**src/hw/rtl/i2cm_pkg.sv**
```systemverilog
// ----------------------------------------------------------------------------
// I2C master register transfer package
// Shared constants, register indexes and the beat structures used between
// the top level and the bus sequencer.
// ----------------------------------------------------------------------------
package i2cm_pkg;

   localparam int MAX_ADDR_BYTES = 4;
   localparam int COUNT_WIDTH    = 16;
   localparam int ADDR_CNT_W     = 3;
   localparam int ADDR_IDX_W     = (MAX_ADDR_BYTES > 1) ? $clog2(MAX_ADDR_BYTES) : 1;
   localparam int REG_ADDR_W     = 32;
   localparam int CSR_INDEX_W    = 1;
   localparam int CSR_DATA_W     = 8;

   localparam logic [CSR_INDEX_W-1:0] CSR_DEVICE_ADDR    = 1'b0;
   localparam logic [CSR_INDEX_W-1:0] CSR_ACK_POLL_LIMIT = 1'b1;

   localparam logic [7:0] DEVICE_ADDR_RESET    = 8'h00;
   localparam logic [7:0] ACK_POLL_LIMIT_RESET = 8'd200;
   localparam logic [7:0] READ_BIT             = 8'h01;

   typedef struct packed {
      logic [7:0] device_addr;
      logic [7:0] ack_poll_limit;
   } cfg_type;

   typedef struct packed {
      logic                  action;
      logic                  is_read;
      logic [REG_ADDR_W-1:0] reg_addr;
      logic [2:0]            addr_bytes;
      logic [15:0]           byte_count;
      logic [7:0]            wr_byte;
      logic                  sda_in;
   } req_type;

   typedef struct packed {
      logic       scl;
      logic       sda_low;
      logic       data_taken;
      logic       rd_valid;
      logic [7:0] rd_byte;
      logic       done_res;
      logic       nack;
      logic       busy_res;
   } rsp_type;

endpackage

```
**src/hw/rtl/i2cm_sequencer.sv**
```systemverilog
// ----------------------------------------------------------------------------
// I2C master bus sequencer
// Holds the transfer state and advances it by one delay unit for each
// accepted tick beat; the result for that beat is presented combinationally.
// ----------------------------------------------------------------------------
module i2cm_sequencer (
   input  logic              clock,
   input  logic              reset,
   input  logic              step_en,
   input  i2cm_pkg::req_type req,
   input  i2cm_pkg::cfg_type cfg,
   output i2cm_pkg::rsp_type rsp
);
   import i2cm_pkg::*;

   typedef enum logic [4:0] {
      PH_IDLE  = 5'd0,
      PH_START = 5'd1,
      PH_WBIT  = 5'd2,
      PH_WACK  = 5'd3,
      PH_POLL  = 5'd4,
      PH_WDATA = 5'd5,
      PH_STOP  = 5'd6,
      PH_RREL  = 5'd7,
      PH_RBIT  = 5'd8,
      PH_RACK  = 5'd9
   } phase_type;

   phase_type              phase_ff, phase_in;
   logic [1:0]             sub_ff, sub_in;
   logic [7:0]             shift_ff, shift_in;
   logic [3:0]             bit_count_ff, bit_count_in;
   logic [ADDR_CNT_W-1:0]  addr_left_ff, addr_left_in;
   logic [COUNT_WIDTH-1:0] bytes_left_ff, bytes_left_in;
   logic [REG_ADDR_W-1:0]  addr_hold_ff, addr_hold_in;
   logic                   read_flag_ff, read_flag_in;
   logic [7:0]             poll_ff, poll_in;
   logic                   second_ff, second_in;
   logic                   aborted_ff, aborted_in;
   logic                   scl_ff, scl_in;
   logic                   sda_low_ff, sda_low_in;

   logic [3:0]             bit_inc;
   logic [7:0]             poll_inc;
   logic [ADDR_CNT_W-1:0]  addr_dec;
   logic [ADDR_IDX_W-1:0]  addr_idx;
   logic [7:0]             rd_shift;
   logic                   taken, rvalid, done, nk;
   logic [7:0]             rbyte;

   assign bit_inc  = bit_count_ff + 4'd1;
   assign poll_inc = poll_ff + 8'd1;
   assign addr_dec = addr_left_ff - ADDR_CNT_W'(1);
   assign addr_idx = addr_dec[ADDR_IDX_W-1:0];
   assign rd_shift = {shift_ff[6:0], req.sda_in};

   always_comb begin
      phase_in      = phase_ff;
      sub_in        = sub_ff;
      shift_in      = shift_ff;
      bit_count_in  = bit_count_ff;
      addr_left_in  = addr_left_ff;
      bytes_left_in = bytes_left_ff;
      addr_hold_in  = addr_hold_ff;
      read_flag_in  = read_flag_ff;
      poll_in       = poll_ff;
      second_in     = second_ff;
      aborted_in    = aborted_ff;
      scl_in        = scl_ff;
      sda_low_in    = sda_low_ff;
      taken         = 1'b0;
      rvalid        = 1'b0;
      rbyte         = 8'h00;
      done          = 1'b0;
      nk            = 1'b0;

      if (req.action) begin
         // A command is only latched here; the start condition follows on the next tick.
         if (phase_ff == PH_IDLE) begin
            read_flag_in = req.is_read;
            addr_hold_in = req.reg_addr;
            if (req.addr_bytes > ADDR_CNT_W'(MAX_ADDR_BYTES)) begin
               addr_left_in = ADDR_CNT_W'(MAX_ADDR_BYTES);
            end else begin
               addr_left_in = req.addr_bytes;
            end
            if (req.is_read && (req.byte_count[COUNT_WIDTH-1:0] == '0)) begin
               bytes_left_in = COUNT_WIDTH'(1);
            end else begin
               bytes_left_in = req.byte_count[COUNT_WIDTH-1:0];
            end
            second_in    = 1'b0;
            aborted_in   = 1'b0;
            bit_count_in = 4'd0;
            shift_in     = 8'h00;
            poll_in      = 8'h00;
            phase_in     = PH_START;
            sub_in       = 2'd0;
         end
      end else begin
         unique case (phase_ff)
            PH_START: begin
               unique case (sub_ff)
                  2'd0: begin
                     scl_in     = 1'b1;
                     sda_low_in = 1'b0;
                     sub_in     = 2'd1;
                  end
                  2'd1: begin
                     sda_low_in = 1'b1;
                     sub_in     = 2'd2;
                  end
                  default: begin
                     scl_in       = 1'b0;
                     shift_in     = second_ff ? (cfg.device_addr | READ_BIT) : cfg.device_addr;
                     bit_count_in = 4'd0;
                     phase_in     = PH_WBIT;
                     sub_in       = 2'd0;
                  end
               endcase
            end
            PH_WDATA: begin
               shift_in      = req.wr_byte;
               taken         = 1'b1;
               bytes_left_in = bytes_left_ff - COUNT_WIDTH'(1);
               bit_count_in  = 4'd0;
               sda_low_in    = ~req.wr_byte[7];
               phase_in      = PH_WBIT;
               sub_in        = 2'd1;
            end
            PH_WBIT: begin
               unique case (sub_ff)
                  2'd0: begin
                     sda_low_in = ~shift_ff[7];
                     sub_in     = 2'd1;
                  end
                  2'd1: begin
                     scl_in = 1'b1;
                     sub_in = 2'd2;
                  end
                  default: begin
                     scl_in       = 1'b0;
                     shift_in     = {shift_ff[6:0], 1'b0};
                     bit_count_in = bit_inc;
                     sub_in       = 2'd0;
                     if (bit_inc >= 4'd8) begin
                        phase_in = PH_WACK;
                     end
                  end
               endcase
            end
            PH_WACK: begin
               if (sub_ff == 2'd0) begin
                  sda_low_in = 1'b0;
                  sub_in     = 2'd1;
               end else begin
                  scl_in   = 1'b1;
                  poll_in  = 8'h00;
                  phase_in = PH_POLL;
                  sub_in   = 2'd0;
               end
            end
            PH_POLL: begin
               if (!req.sda_in) begin
                  scl_in     = 1'b0;
                  sda_low_in = 1'b0;
                  sub_in     = 2'd0;
                  // Acknowledged: next address byte, then read restart, read data, write data or stop.
                  if (addr_left_ff != '0) begin
                     shift_in     = addr_hold_ff[8*addr_idx +: 8];
                     addr_left_in = addr_dec;
                     bit_count_in = 4'd0;
                     phase_in     = PH_WBIT;
                  end else if (read_flag_ff) begin
                     phase_in = second_ff ? PH_RREL : PH_STOP;
                  end else if (bytes_left_ff != '0) begin
                     phase_in = PH_WDATA;
                  end else begin
                     phase_in = PH_STOP;
                  end
               end else begin
                  poll_in = poll_inc;
                  if (poll_inc == cfg.ack_poll_limit) begin
                     scl_in     = 1'b0;
                     aborted_in = 1'b1;
                     phase_in   = PH_STOP;
                     sub_in     = 2'd0;
                  end
               end
            end
            PH_STOP: begin
               unique case (sub_ff)
                  2'd0: begin
                     sda_low_in = 1'b1;
                     sub_in     = 2'd1;
                  end
                  2'd1: begin
                     scl_in = 1'b1;
                     sub_in = 2'd2;
                  end
                  2'd2: begin
                     sda_low_in = 1'b0;
                     sub_in     = 2'd3;
                  end
                  2'd3: begin
                     sub_in = 2'd0;
                     if (!aborted_ff && read_flag_ff && !second_ff) begin
                        second_in = 1'b1;
                        phase_in  = PH_START;
                     end else begin
                        done     = 1'b1;
                        nk       = aborted_ff;
                        phase_in = PH_IDLE;
                     end
                  end
               endcase
            end
            PH_RREL: begin
               sda_low_in   = 1'b0;
               bit_count_in = 4'd0;
               shift_in     = 8'h00;
               phase_in     = PH_RBIT;
               sub_in       = 2'd0;
            end
            PH_RBIT: begin
               if (sub_ff == 2'd0) begin
                  if (bit_count_ff != 4'd0) begin
                     shift_in = rd_shift;
                  end
                  scl_in = 1'b0;
                  sub_in = 2'd1;
               end else begin
                  scl_in       = 1'b1;
                  bit_count_in = bit_inc;
                  sub_in       = 2'd0;
                  if (bit_inc >= 4'd8) begin
                     phase_in = PH_RACK;
                  end
               end
            end
            PH_RACK: begin
               unique case (sub_ff)
                  2'd0: begin
                     shift_in      = rd_shift;
                     rvalid        = 1'b1;
                     rbyte         = rd_shift;
                     scl_in        = 1'b0;
                     bytes_left_in = bytes_left_ff - COUNT_WIDTH'(1);
                     sub_in        = 2'd1;
                  end
                  2'd1: begin
                     // Every byte but the last is acknowledged.
                     sda_low_in = (bytes_left_ff != '0);
                     sub_in     = 2'd2;
                  end
                  2'd2: begin
                     scl_in = 1'b1;
                     sub_in = 2'd3;
                  end
                  2'd3: begin
                     scl_in   = 1'b0;
                     sub_in   = 2'd0;
                     phase_in = (bytes_left_ff == '0) ? PH_STOP : PH_RREL;
                  end
               endcase
            end
            PH_IDLE: begin
               scl_in     = 1'b1;
               sda_low_in = 1'b0;
            end
            default: begin
               phase_in = PH_IDLE;
               sub_in   = 2'd0;
            end
         endcase
      end

      rsp.scl        = scl_in;
      rsp.sda_low    = sda_low_in;
      rsp.data_taken = taken;
      rsp.rd_valid   = rvalid;
      rsp.rd_byte    = rbyte;
      rsp.done_res   = done;
      rsp.nack       = nk;
      rsp.busy_res   = (phase_in != PH_IDLE);
   end

   always_ff @(posedge clock) begin
      if (reset) begin
         phase_ff      <= PH_IDLE;
         sub_ff        <= 2'd0;
         shift_ff      <= 8'h00;
         bit_count_ff  <= 4'd0;
         addr_left_ff  <= '0;
         bytes_left_ff <= '0;
         addr_hold_ff  <= '0;
         read_flag_ff  <= 1'b0;
         poll_ff       <= 8'h00;
         second_ff     <= 1'b0;
         aborted_ff    <= 1'b0;
         scl_ff        <= 1'b1;
         sda_low_ff    <= 1'b0;
      end else if (step_en) begin
         phase_ff      <= phase_in;
         sub_ff        <= sub_in;
         shift_ff      <= shift_in;
         bit_count_ff  <= bit_count_in;
         addr_left_ff  <= addr_left_in;
         bytes_left_ff <= bytes_left_in;
         addr_hold_ff  <= addr_hold_in;
         read_flag_ff  <= read_flag_in;
         poll_ff       <= poll_in;
         second_ff     <= second_in;
         aborted_ff    <= aborted_in;
         scl_ff        <= scl_in;
         sda_low_ff    <= sda_low_in;
      end
   end

endmodule

```
**src/hw/rtl/i2c_master_register_transfer_top.sv**
```systemverilog
// ----------------------------------------------------------------------------
// I2C master register transfer
// Top level: configuration registers, request handshake and result register.
// ----------------------------------------------------------------------------
// Each request beat is either a command or one delay tick of bus timing, and
// every beat yields exactly one result beat carrying the SCL and SDA levels
// to drive for that delay unit plus the data and status flags. The sequencer
// updates its state in a single pass and the result lands in the output
// register on the edge that accepts the request, so one beat can be taken
// every cycle while the result side keeps up. A held result does not block
// the next request when it is taken in the same cycle. The user must write
// registers through the csr port only while no transfer runs; the block does not enforce it.
module i2c_master_register_transfer_top (
   input  logic                             clock,
   input  logic                             reset,
   input  logic                             req_valid,
   output logic                             req_ready,
   input  logic                             req_action,
   input  logic                             req_is_read,
   input  logic [i2cm_pkg::REG_ADDR_W-1:0]  req_reg_addr,
   input  logic [2:0]                       req_addr_bytes,
   input  logic [15:0]                      req_byte_count,
   input  logic [7:0]                       req_wr_byte,
   input  logic                             req_sda_in,
   output logic                             rsp_valid,
   input  logic                             rsp_ready,
   output logic                             rsp_scl,
   output logic                             rsp_sda_low,
   output logic                             rsp_data_taken,
   output logic                             rsp_rd_valid,
   output logic [7:0]                       rsp_rd_byte,
   output logic                             rsp_done_res,
   output logic                             rsp_nack,
   output logic                             rsp_busy_res,
   input  logic                             csr_wr_en,
   input  logic [i2cm_pkg::CSR_INDEX_W-1:0] csr_index,
   input  logic [i2cm_pkg::CSR_DATA_W-1:0]  csr_wdata
);
   import i2cm_pkg::*;

   cfg_type cfg_ff;
   req_type req;
   rsp_type step_rsp;
   rsp_type rsp_ff;
   logic    rsp_valid_ff;
   logic    accept;

   assign req_ready = !rsp_valid_ff || rsp_ready;
   assign accept    = req_valid && req_ready;

   assign req.action     = req_action;
   assign req.is_read    = req_is_read;
   assign req.reg_addr   = req_reg_addr;
   assign req.addr_bytes = req_addr_bytes;
   assign req.byte_count = req_byte_count;
   assign req.wr_byte    = req_wr_byte;
   assign req.sda_in     = req_sda_in;

   always_ff @(posedge clock) begin
      if (reset) begin
         cfg_ff.device_addr    <= DEVICE_ADDR_RESET;
         cfg_ff.ack_poll_limit <= ACK_POLL_LIMIT_RESET;
      end else if (csr_wr_en) begin
         unique case (csr_index)
            CSR_DEVICE_ADDR:    cfg_ff.device_addr    <= csr_wdata;
            CSR_ACK_POLL_LIMIT: cfg_ff.ack_poll_limit <= csr_wdata;
            default:            ;
         endcase
      end
   end

   i2cm_sequencer u_seq (
      .clock   (clock),
      .reset   (reset),
      .step_en (accept),
      .req     (req),
      .cfg     (cfg_ff),
      .rsp     (step_rsp)
   );

   always_ff @(posedge clock) begin
      if (reset) begin
         rsp_valid_ff <= 1'b0;
      end else if (accept) begin
         rsp_valid_ff <= 1'b1;
      end else if (rsp_ready) begin
         rsp_valid_ff <= 1'b0;
      end
   end

   always_ff @(posedge clock) begin
      if (accept) begin
         rsp_ff <= step_rsp;
      end
   end

   assign rsp_valid      = rsp_valid_ff;
   assign rsp_scl        = rsp_ff.scl;
   assign rsp_sda_low    = rsp_ff.sda_low;
   assign rsp_data_taken = rsp_ff.data_taken;
   assign rsp_rd_valid   = rsp_ff.rd_valid;
   assign rsp_rd_byte    = rsp_ff.rd_byte;
   assign rsp_done_res   = rsp_ff.done_res;
   assign rsp_nack       = rsp_ff.nack;
   assign rsp_busy_res   = rsp_ff.busy_res;

endmodule

```
**config.mk**
```make
export PLATFORM = sky130hd
export DESIGN_NAME = i2c_master_register_transfer_top
export DESIGN_NICKNAME = d
export VERILOG_FILES = /design/src/hw/rtl/i2cm_pkg.sv /design/src/hw/rtl/i2cm_sequencer.sv /design/src/hw/rtl/i2c_master_register_transfer_top.sv
export SDC_FILE = /design/constraint.sdc
export NUM_CORES = 1
export LEC_CHECK = 0
export BUFFER_PORTS_ARGS = -buffer_cell sky130_fd_sc_hd__buf_2
export CAP_MARGIN = 20
export CORE_MARGIN = 3
export CORE_UTILIZATION = 45
export DETAILED_ROUTE_END_ITERATION = 8
export PLACE_DENSITY = 0.65
export SLEW_MARGIN = 20
export SYNTH_ARGS = -nofsm -noshare
export SYNTH_HDL_FRONTEND = slang
export SYNTH_SLANG_ARGS = --single-unit
```
**constraint.sdc**
```tcl
create_clock -name clock -period 2.7 [get_ports clock]
set_input_delay 0.54 -clock clock [delete_from_list [all_inputs] [get_ports clock]]
set_output_delay 0.54 -clock clock [all_outputs]
set_load 0.01 [all_outputs]
```
* Word level (Yosys, flattened, before mapping)
Cells that the tools add are included.
** Operators by class
- Equality and inequality tests :: 27
- Add/sub/neg operators :: 4
- Bitwise logic cells :: 7
- Order comparisons :: 2
- Shift operators :: 1
- Mux-type cells :: 93
- Reduce and logical (&&, ||, !) cells :: 50
** Operator list (count)
- 8-bit 2-to-1 mux :: 12
- 5-bit 2-to-1 mux :: 14
- 16-bit 2-to-1 mux :: 4
- 8-bit one-hot mux with 7 select lines :: 1
- 5-bit one-hot mux with 10 select lines :: 1
- 16-bit logical NOT :: 2
- 16-bit one-hot mux with 2 select lines :: 1
- 32-bit by 6-bit indexed part select with 8-bit output :: 1
- 1-bit 2-to-1 mux :: 30
- 4-bit 2-to-1 mux :: 7
- 5-bit by 3-bit equality test with 1-bit output, second input constant :: 4
- 4-bit one-hot mux with 5 select lines :: 1
- 5-bit AND reduction :: 4
- 3-bit 2-to-1 mux :: 6
- 3-bit inequality test, second input constant :: 6
- 1-bit one-hot mux with 8 select lines :: 2
- 8-bit one-hot mux with 2 select lines :: 1
- 16-bit nonzero test :: 1
- 2-bit nonzero test :: 8
- 2-bit OR reduction :: 8
- 16-bit by 1-bit subtractor with 16-bit output, second input constant :: 1
- 3-bit by 2-bit inequality test with 1-bit output, second input constant :: 4
- 2-bit one-hot mux with 6 select lines :: 1
- 5-bit by 2-bit equality test with 1-bit output, second input constant :: 2
- 35 further kinds :: 62
** Storage, ports and cells
- Logic and storage cells :: 208
- Bits in registers :: 115
- Input bits :: 76

* Logic depth before layout (Yosys ltp)
Gate-level depths: netlist of the first run.
- Depth after elaboration :: 8
- Depth in mapped cells :: 11
- Depth with buffers taken out :: 9

* Hierarchy
A second synthesis of the first run with hierarchy kept.
** Second synthesis, totals
- Cells, all modules :: 775
- Area total of the unflattened synthesis :: 6409.9 um2
** Modules (own cells, without submodules)
- i2cm_sequencer :: instances 1, area an instance 5246.3 um2, cells an instance 691, sequential area each 1661.6 um2
- i2c_master_register_transfer_top :: instances 1, area an instance 1163.6 um2, cells an instance 84, sequential area each 790.8 um2

* Worst setup path after synthesis of the first run
OpenSTA, ideal clock, no wires.
- Path type :: register to register
- From :: reg u_seq.addr_left_ff[0]
- To :: reg u_seq.shift_ff[0]
- Data required time :: 2.586 ns
- Setup slack :: 0.267 ns
- Cell stages (with the launch flop) :: 9
- Path buffers :: 2
- Setup time :: 0.114 ns
- Arrival :: 2.319 ns
- Path through :: dfxtp_1 buf_1 inv_1 ha_1 buf_1 mux4_2 a222oi_1 a21oi_1 a21o_1
** Between the ends
- Word-level cells in the longest chain between the ends :: 6
- Elaborated cells on any way between the ends :: 9
- Classes of those cells :: 1 x add/sub; 1 x eq/ne; 1 x shift; 4 x mux; 2 x reduce/logical
** RTL lines
- from (decl) :: line i2cm_sequencer.sv:33 : logic [ADDR_CNT_W-1:0] addr_left_ff, addr_left_in;
- from (signal assigned) :: line i2cm_sequencer.sv:308 : addr_left_ff <= addr_left_in;
- 3-bit by 1-bit subtractor with 3-bit output :: line i2cm_sequencer.sv:53 : assign addr_dec = addr_left_ff - ADDR_CNT_W'(1);
- 32-bit by 6-bit indexed part select with 8-bit output :: line i2cm_sequencer.sv:170 : shift_in = addr_hold_ff[8*addr_idx +: 8];
- 8-bit 2-to-1 mux :: line i2cm_sequencer.sv:169 : if (addr_left_ff != '0) begin
- 8-bit 2-to-1 mux :: line i2cm_sequencer.sv:164 : if (!req.sda_in) begin
- 8-bit one-hot mux with 7 select lines :: line i2cm_sequencer.sv:101 : unique case (phase_ff)
- 8-bit 2-to-1 mux :: line i2cm_sequencer.sv:77 : if (req.action) begin
- to (signal assigned) :: line i2cm_sequencer.sv:306 : shift_ff <= shift_in;
- to (decl) :: line i2cm_sequencer.sv:31 : logic [7:0] shift_ff, shift_in;
Parallel ways exist; a longest one is shown, timed or not. The select of a mux whose other input is x is not followed.
A chain may end at the register's enable or synchronous reset.

==> results of run 1 <==
[worst max path at each step]
stage | startpoint | cells past startpoint | to
after floorplan | u_seq.addr_left_ff[0]$_SDFFE_PP0P_ | 8 | u_seq.shift_ff[0]$_SDFFE_PP0P_
after global placement | u_seq.poll_ff[0]$_SDFFE_PP0P_ | 8 | rsp_scl$_DFFE_PP_
after detailed placement | u_seq.poll_ff[0]$_SDFFE_PP0P_ | 8 | rsp_scl$_DFFE_PP_
after CTS | u_seq.bytes_left_ff[0]$_SDFFE_PP0P_ | 9 | u_seq.sda_low_ff$_SDFFE_PP0P_
after global routing | u_seq.poll_ff[0]$_SDFFE_PP0P_ | 8 | rsp_scl$_DFFE_PP_
final | u_seq.poll_ff[0]$_SDFFE_PP0P_ | 8 | rsp_scl$_DFFE_PP_
[power breakdown]
part / total, mW / switching [mW] / internal, mW
Sequential: 1.85 / 0.0501 / 1.80
Clock: 2.28 / 0.817 / 1.46
Combinational: 0.569 / 0.335 / 0.234
Total: 4.70 / 1.20 / 3.50
[layout make-up]
class / count / area [um2]
Sequential cell: 115 / 2450
Fill cell: 1258 / 5840
Clock inverter: 12 / 126
Multi-Input combinational cell: 589 / 3430
Timing Repair Buffer: 127 / 736
Clock buffer: 20 / 478
Tap cell: 176 / 220
Inverter: 16 / 60.1
[worst register-to-register path, stage by stage, from the launching register on]
cell	delay [ns]
dfxtp_1	0.43
ha_1	0.20
nand3_1	0.11
or3_1	0.36
a2111oi_0	0.41
and4b_2	0.35
nor2_1	0.09
o21ai_1	0.17
o211ai_1	0.11
[synthesized netlist by cell type (5+ instances only)]
cell	number	share of area
a211oi_1	5	0.0061
a21oi_1	97	0.079
a221oi_1	9	0.013
a22o_1	9	0.013
a22oi_1	9	0.011
a31oi_1	7	0.0071
and2_1	14	0.014
and3_1	5	0.0051
buf_2	15	0.012
clkbuf_1	36	0.022
dfxtp_1	100	0.32
edfxtp_1	15	0.073
ha_1	10	0.020
inv_1	16	0.0097
mux4_2	8	0.029
nand2_1	134	0.081
nand2b_1	14	0.014
nand3_1	11	0.0089
nand3b_1	6	0.0073
nand4_1	8	0.0081
nor2_1	66	0.040
nor3_1	22	0.018
nor3b_1	5	0.0061
nor4_1	10	0.010
o21ai_0	35	0.028
o2bb2ai_1	8	0.011
or3_1	12	0.012
or4_1	8	0.0097
xnor2_1	7	0.0099
[per-layer routing]
layer	track usage	routed length, um	up-vias
met5	0	0	-
met4	0.119	513	0
met3	0.0489	1270	49
met2	0.380	8260	280
met1	0.304	7560	2839
li1	-	-	2981
[sequential cells by signal, summed over array words and instances (netlist names), 2 cells and up]
register             count
u_seq.phase_ff           5
u_seq.shift_ff           8
u_seq.addr_hold_ff      32
u_seq.sub_ff             2
rsp_rd_byte              8
u_seq.bytes_left_ff     16
u_seq.poll_ff            8
u_seq.bit_count_ff       4
u_seq.addr_left_ff       3
cfg_ff                  16
[kinds of logic after synthesis]
| group | after synthesis |
|---|---|
| compound gates | 223 |
| fa+ha+maj | 10 |
| mux | 10 |
| flops | 115 |
| simple gates | 335 |
| xor+xnor | 11 |
| buf+inv | 71 |
[stage by stage]
stage                     hold slack (ns)   util  instances  cell area (um2)
after floorplan                     0.429      -        775             6180
after global placement              0.436  0.517       1023             6900
after detailed placement            0.444  0.517       1023             6900
after CTS                           0.348  0.562       1055             7510
after global routing                0.357  0.562       1055             7510
final                               0.367  0.562       1055             7510
==> impl_metrics.csv, run 1 <==
group,metric,value,unit
outcome,status,"finished clean",
power,ir_drop,0.434,mV
sta,fin_ws,0.187,ns
floorplanning,rows,42,
synth,synth-seq-cells,115,
synth,yosys.area_share.simple,0.261,
cts,cts_htree_levels,4,
floorplanning,dieArea,15200,um2
worst_hold_path,min_from,"req_reg_addr[16]",
cts,cts_tree,"done",
detailed_routing,dr.pass1.iters,5,
power,power_density,626,nW/um2
sta,worst_pin_slew,0.664,ns
floorplanning,die_h,123,um
worst_setup_path,rrSetupSlack,0.19,ns
detailed_routing,drtIter0Drc,516,
sta,relSlewSlack,0.546,
worst_setup_path,critPathArrivalTime,2.66,ns
sta,fin_worst_skew,0.00760,ns
synth,synth_top_family_by_area,"simple AND/OR/NAND/NOR gates",
synth,ys.flop_type,"dfxtp_1",
worst_setup_path,worstPathRequired,2.84,ns
cts,clockBufferDepth,2,
floorplanning,start_util,0.463,
placement,hpwl,12.6,mm
worst_setup_path,path_cells,"ha_1 > nand3_1 > or3_1 > a2111oi_0 > and4b_2 > nor2_1 > o21ai_1 > o211ai_1",
synth,synth_compound_area_frac,0.226,
layout,areaGrowthSynthToFinish,21.5,%
synth,syn_avg_cell_area,7.97,um2
worst_setup_path,crit_fanout,7,
synth,synth_cell_types,67,
detailed_routing,wire_per_inst,16.7,um
layout,final_common_cell,"nand2_1",
cts,cts_sinks,115,
floorplanning,fp.coreArea,13300,um2
worst_hold_path,holdPathStages,3,
sta,max_freq,398,MHz
power,power,4.70,mW
grt,grt_max_degree,38,
layout,layout_common_cells,"nand2_1, dfxtp_1, a21oi_1",
synth,syn_inst,775,
synth,yosysWarnings,0,
worst_setup_path,path_delay_family,"simple AND/OR/NAND/NOR gates",
cts,cts_buffers,17,
placement,dp_slack,0.190,ns
cts,ctsHoldBuffers,0,
placement,place_congestion,0.939,
worst_setup_path,timing.rr.start,"u_seq.poll_ff[0]$_SDFFE_PP0P_",
worst_setup_path,cp_slowest_cell,"dfxtp_1",
worst_setup_path,path_class,"reg -> reg",
worst_hold_path,hold_path_end,"u_seq.addr_hold_ff[16]$_SDFFE_PP0P_",
cts,cts_root_buffer,"clkbuf_16",
synth,netlist_area,6180,um2
synth,yosysSeqAreaShare,0.397,
sta,finalSetupViolations,0,
cts,post-cts-setup-buffers,0,
grt,grt-ovfl-total,0,
sta,min_period,2.51,ns
flow_run,cap_violations,0,
synth,synth_fa_ha_area_frac,0.0203,
detailed_routing,viasPerCell,5.83,
worst_setup_path,critical_path.max_stage_delay,0.43,ns
synth,synth-edff-count,15,
worst_setup_path,cp-end-kind,"flip-flop",
cts,cts_resized,0,
power,p_leak,2.91,nW
sta,rsz0062_at_grt,"no",
detailed_routing,vias,6149,
detailed_routing,route.detailed.drc,0,
layout,layout-drive-gt1-share,0.203,
synth,synthArstFlopShare,0,
grt,grt_pass1_wl,28.5,mm
floorplanning,die_w,123,um
floorplanning,io_pins,93,
sta,timing.final.max_slew_violations,0,
layout,antenna-diode-count,0,
grt,antenna_found_initial,0,
worst_setup_path,reg2regPathDepth,8,
layout,nNetsFinal,952,
sta,finalCritPeriodShare,0.931,
sta,hold_violations,0,
cts,clk_pin_slew_worst_paths,0.06,ns
grt,grtUsageTotal,0.237,
worst_setup_path,startpoint_type,"flip-flop",
synth,synthMuxAreaShare,0.0326,
synth,syn_nets,861,
worst_setup_path,timing.rr.end,"rsp_scl$_DFFE_PP_",
grt,grt_pass1_vias,6008,
worst_hold_path,worst_hold_path_type,"in -> reg",
cts,insertion_delay,0.42,ns
detailed_routing,wirelength,17.6,mm
worst_setup_path,cp_num_buf_inv,0,
placement,io_buffers,92,
sta,tns,0,ns
detailed_routing,ant_nets,0,
synth,synth_xor_area_frac,0.0156,
Note: power is estimated with default switching activity, not from simulation.
==> inputs of run 2 (changes only) <==
--- a/config.mk
+++ b/config.mk
@@ -7,10 +7,13 @@
 export LEC_CHECK = 0
 export BUFFER_PORTS_ARGS = -buffer_cell sky130_fd_sc_hd__buf_2
 export CAP_MARGIN = 20
+export CELL_PAD_IN_SITES_DETAIL_PLACEMENT = 0
+export CELL_PAD_IN_SITES_GLOBAL_PLACEMENT = 1
 export CORE_MARGIN = 3
-export CORE_UTILIZATION = 45
+export CORE_UTILIZATION = 42
 export DETAILED_ROUTE_END_ITERATION = 8
-export PLACE_DENSITY = 0.65
+export PLACE_DENSITY_LB_ADDON = 0.1
+export SETUP_SLACK_MARGIN = 0.3
 export SLEW_MARGIN = 20
 export SYNTH_ARGS = -nofsm -noshare
 export SYNTH_HDL_FRONTEND = slang
==> impl_metrics.csv, run 2 (same netlist as run 1, synthesis figures left out) <==
group,metric,value,unit
detailed_routing,dr.pass1.iters,5,
power,ir_drop,0.445,mV
floorplanning,die_w,127,um
detailed_routing,wire_per_inst,17.0,um
detailed_routing,route.detailed.drc,0,
layout,areaGrowthSynthToFinish,23.0,%
worst_setup_path,cp_num_buf_inv,0,
layout,antenna-diode-count,0,
worst_setup_path,startpoint,"u_seq.poll_ff[4]$_SDFFE_PP0P_",
power,power_density,627,nW/um2
layout,fillCellCount,1323,
worst_setup_path,cp_slowest_cell,"dfxtp_1",
sta,tns,0,ns
detailed_routing,viasPerCell,5.75,
cts,clockBufferDepth,2,
outcome,status,"finished clean",
worst_setup_path,path_class,"reg -> reg",
power,p_leak,2.92,nW
sta,worst_pin_slew,0.616,ns
power,internal_power,3.56,mW
worst_setup_path,timing.rr.start,"u_seq.poll_ff[4]$_SDFFE_PP0P_",
layout,top_register,"u_seq.addr_hold_ff",
sta,rsz0062_at_grt,"yes",
placement,hpwl,12.7,mm
sta,timing.final.max_slew_violations,0,
cts,cts_htree_levels,4,
sta,finalCritPeriodShare,0.872,
worst_setup_path,crit_fanout,9,
sta,relSlewSlack,0.587,
cts,insertion_delay,0.42,ns
worst_setup_path,timing.rr.end,"rsp_scl$_DFFE_PP_",
power,p_switching,1.20,mW
layout,layout_common_cells,"nand2_1, dfxtp_1, a21oi_1",
placement,place_congestion,0.903,
worst_setup_path,worstSetupEndpoint,"rsp_scl$_DFFE_PP_",
cts,cts_root_buffer,"clkbuf_16",
worst_hold_path,holdPathStages,3,
floorplanning,die_h,127,um
power,combPwrFrac,0.125,
power,seqPwrFrac,0.388,
layout,multi_input_area,3500,um2
sta,hold_violations,0,
layout,seqCellArea,2460,um2
power,power,4.76,mW
layout,layout-drive-gt1-share,0.222,
detailed_routing,dr.max_layer_used,"met4",
worst_setup_path,rrSetupSlack,0.35,ns
sta,finalSetupViolations,0,
sta,max_freq,425,MHz
grt,grt_pass1_wl,28.8,mm
cts,clk_pin_slew_worst_paths,0.05,ns
worst_setup_path,path_cells,"nand2_1 > or3_1 > a2111oi_2 > and4b_2 > nor2_2 > o21ai_1 > o211ai_1",
floorplanning,rows,43,
layout,final_common_cell,"nand2_1",
floorplanning,fp.coreArea,14100,um2
grt,grt_pass1_vias,5706,
floorplanning,start_util,0.437,
layout,largest_reg_flops,32,
detailed_routing,vias,6091,
detailed_routing,drtIter0Drc,347,
floorplanning,io_pins,93,
worst_setup_path,critPathArrivalTime,2.50,ns
detailed_routing,wl_met1,8.28,mm
placement,io_buffers,92,
floorplanning,dieArea,16200,um2
sta,min_period,2.35,ns
layout,reg_top3,"u_seq.addr_hold_ff x32, cfg_ff x16, u_seq.bytes_left_ff x16",
worst_setup_path,critical_path.max_stage_delay,0.48,ns
power,swShare,0.253,
worst_setup_path,path_delay_family,"simple AND/OR/NAND/NOR gates",
worst_setup_path,cp-end-kind,"flip-flop",
grt,grt-ovfl-total,0,
detailed_routing,ant_nets,0,
cts,cts_sinks,115,
power,clkPwrFrac,0.487,
cts,cts_buffers,17,
detailed_routing,wl_met2,8.25,mm
detailed_routing,met3_length,1.09,mm
detailed_routing,wirelength,18.0,mm
grt,grt_max_degree,54,
cts,cts_tree,"done",
worst_setup_path,reg2regPathDepth,7,
worst_hold_path,worst_hold_path_type,"in -> reg",
flow_run,cap_violations,0,
grt,grtUsageTotal,0.221,
layout,nNetsFinal,952,
worst_setup_path,startpoint_type,"flip-flop",
grt,antenna_found_initial,0,
worst_setup_path,worst-path-stages,7,
worst_setup_path,worstPathRequired,2.85,ns
sta,fin_worst_skew,0.00586,ns
-- run 2: changes by cell type in the layout (fill, tap and decap cells not counted), sizes merged --
cell	change
clkinv	-4
clkbuf	+5
inv	-1
-- run 2: final cells by class --
class / count / share of cell area
Inverter: 16 / 0.00790
Clock inverter: 7 / 0.0123
Tap cell: 180 / 0.0296
Multi-Input combinational cell: 589 / 0.461
Clock buffer: 25 / 0.0680
Sequential cell: 115 / 0.324
Timing Repair Buffer: 127 / 0.0973
-- run 2: how the worst min path moves through the flow --
stage / start / end / slack, ns
2_1_floorplan: u_seq.addr_hold_ff[10]$_SDFFE_PP0P_ / u_seq.addr_hold_ff[10]$_SDFFE_PP0P_ / 0.43
3_3_place_gp: u_seq.addr_hold_ff[23]$_SDFFE_PP0P_ / u_seq.addr_hold_ff[23]$_SDFFE_PP0P_ / 0.44
3_5_place_dp: u_seq.addr_hold_ff[3]$_SDFFE_PP0P_ / u_seq.addr_hold_ff[3]$_SDFFE_PP0P_ / 0.44
4_1_cts: csr_wdata[6] / cfg_ff[6]$_SDFFE_PP1P_ / 0.34
5_1_grt: csr_wdata[7] / cfg_ff[7]$_SDFFE_PP1P_ / 0.35
6_report: csr_wdata[7] / cfg_ff[7]$_SDFFE_PP1P_ / 0.36
-- run 2: tightest hold or removal path, cell delays in order --
cell and delay, ns:
buf_2 0.09, nand2_1 0.04, nand3b_1 0.06
-- run 2: timing repair --
item / CTS / global route
endpoints found under the setup margin: 14 / 42
buffers inserted: 0 / 1
pin swaps: 0 / 7
hold buffers: 0 / 0
resized for setup: 5 / 21
-- run 2: stage by stage --
stage | hold slack, ns | util | cell area [um2] | worst slack (ns) | instances
floorplan | 0.429 | - | 6180 | 0.380 | 775
global placement | 0.436 | 0.488 | 6900 | 0.248 | 1026
detailed placement | 0.441 | 0.488 | 6900 | 0.184 | 1026
CTS | 0.341 | 0.532 | 7520 | 0.244 | 1058
global route | 0.355 | 0.537 | 7600 | 0.219 | 1059
finish | 0.358 | 0.537 | 7600 | 0.346 | 1059
-- run 2: metal layers --
layer | GRT usage | up-vias
li1 | - | 2979
met1 | 0.299 | 2854
met2 | 0.343 | 218
met3 | 0.0472 | 40
met4 | 0.0902 | 0
met5 | 0 | -
-- run 2: power groups by stage --
stage,Clock [mW],Sequential (mW),Combinational (mW)
floorplan,0,1.87,0.355
global placement,0,1.88,0.562
detailed placement,0,1.88,0.566
CTS,2.35,1.85,0.571
global route,2.44,1.86,0.657
finish,2.32,1.85,0.594
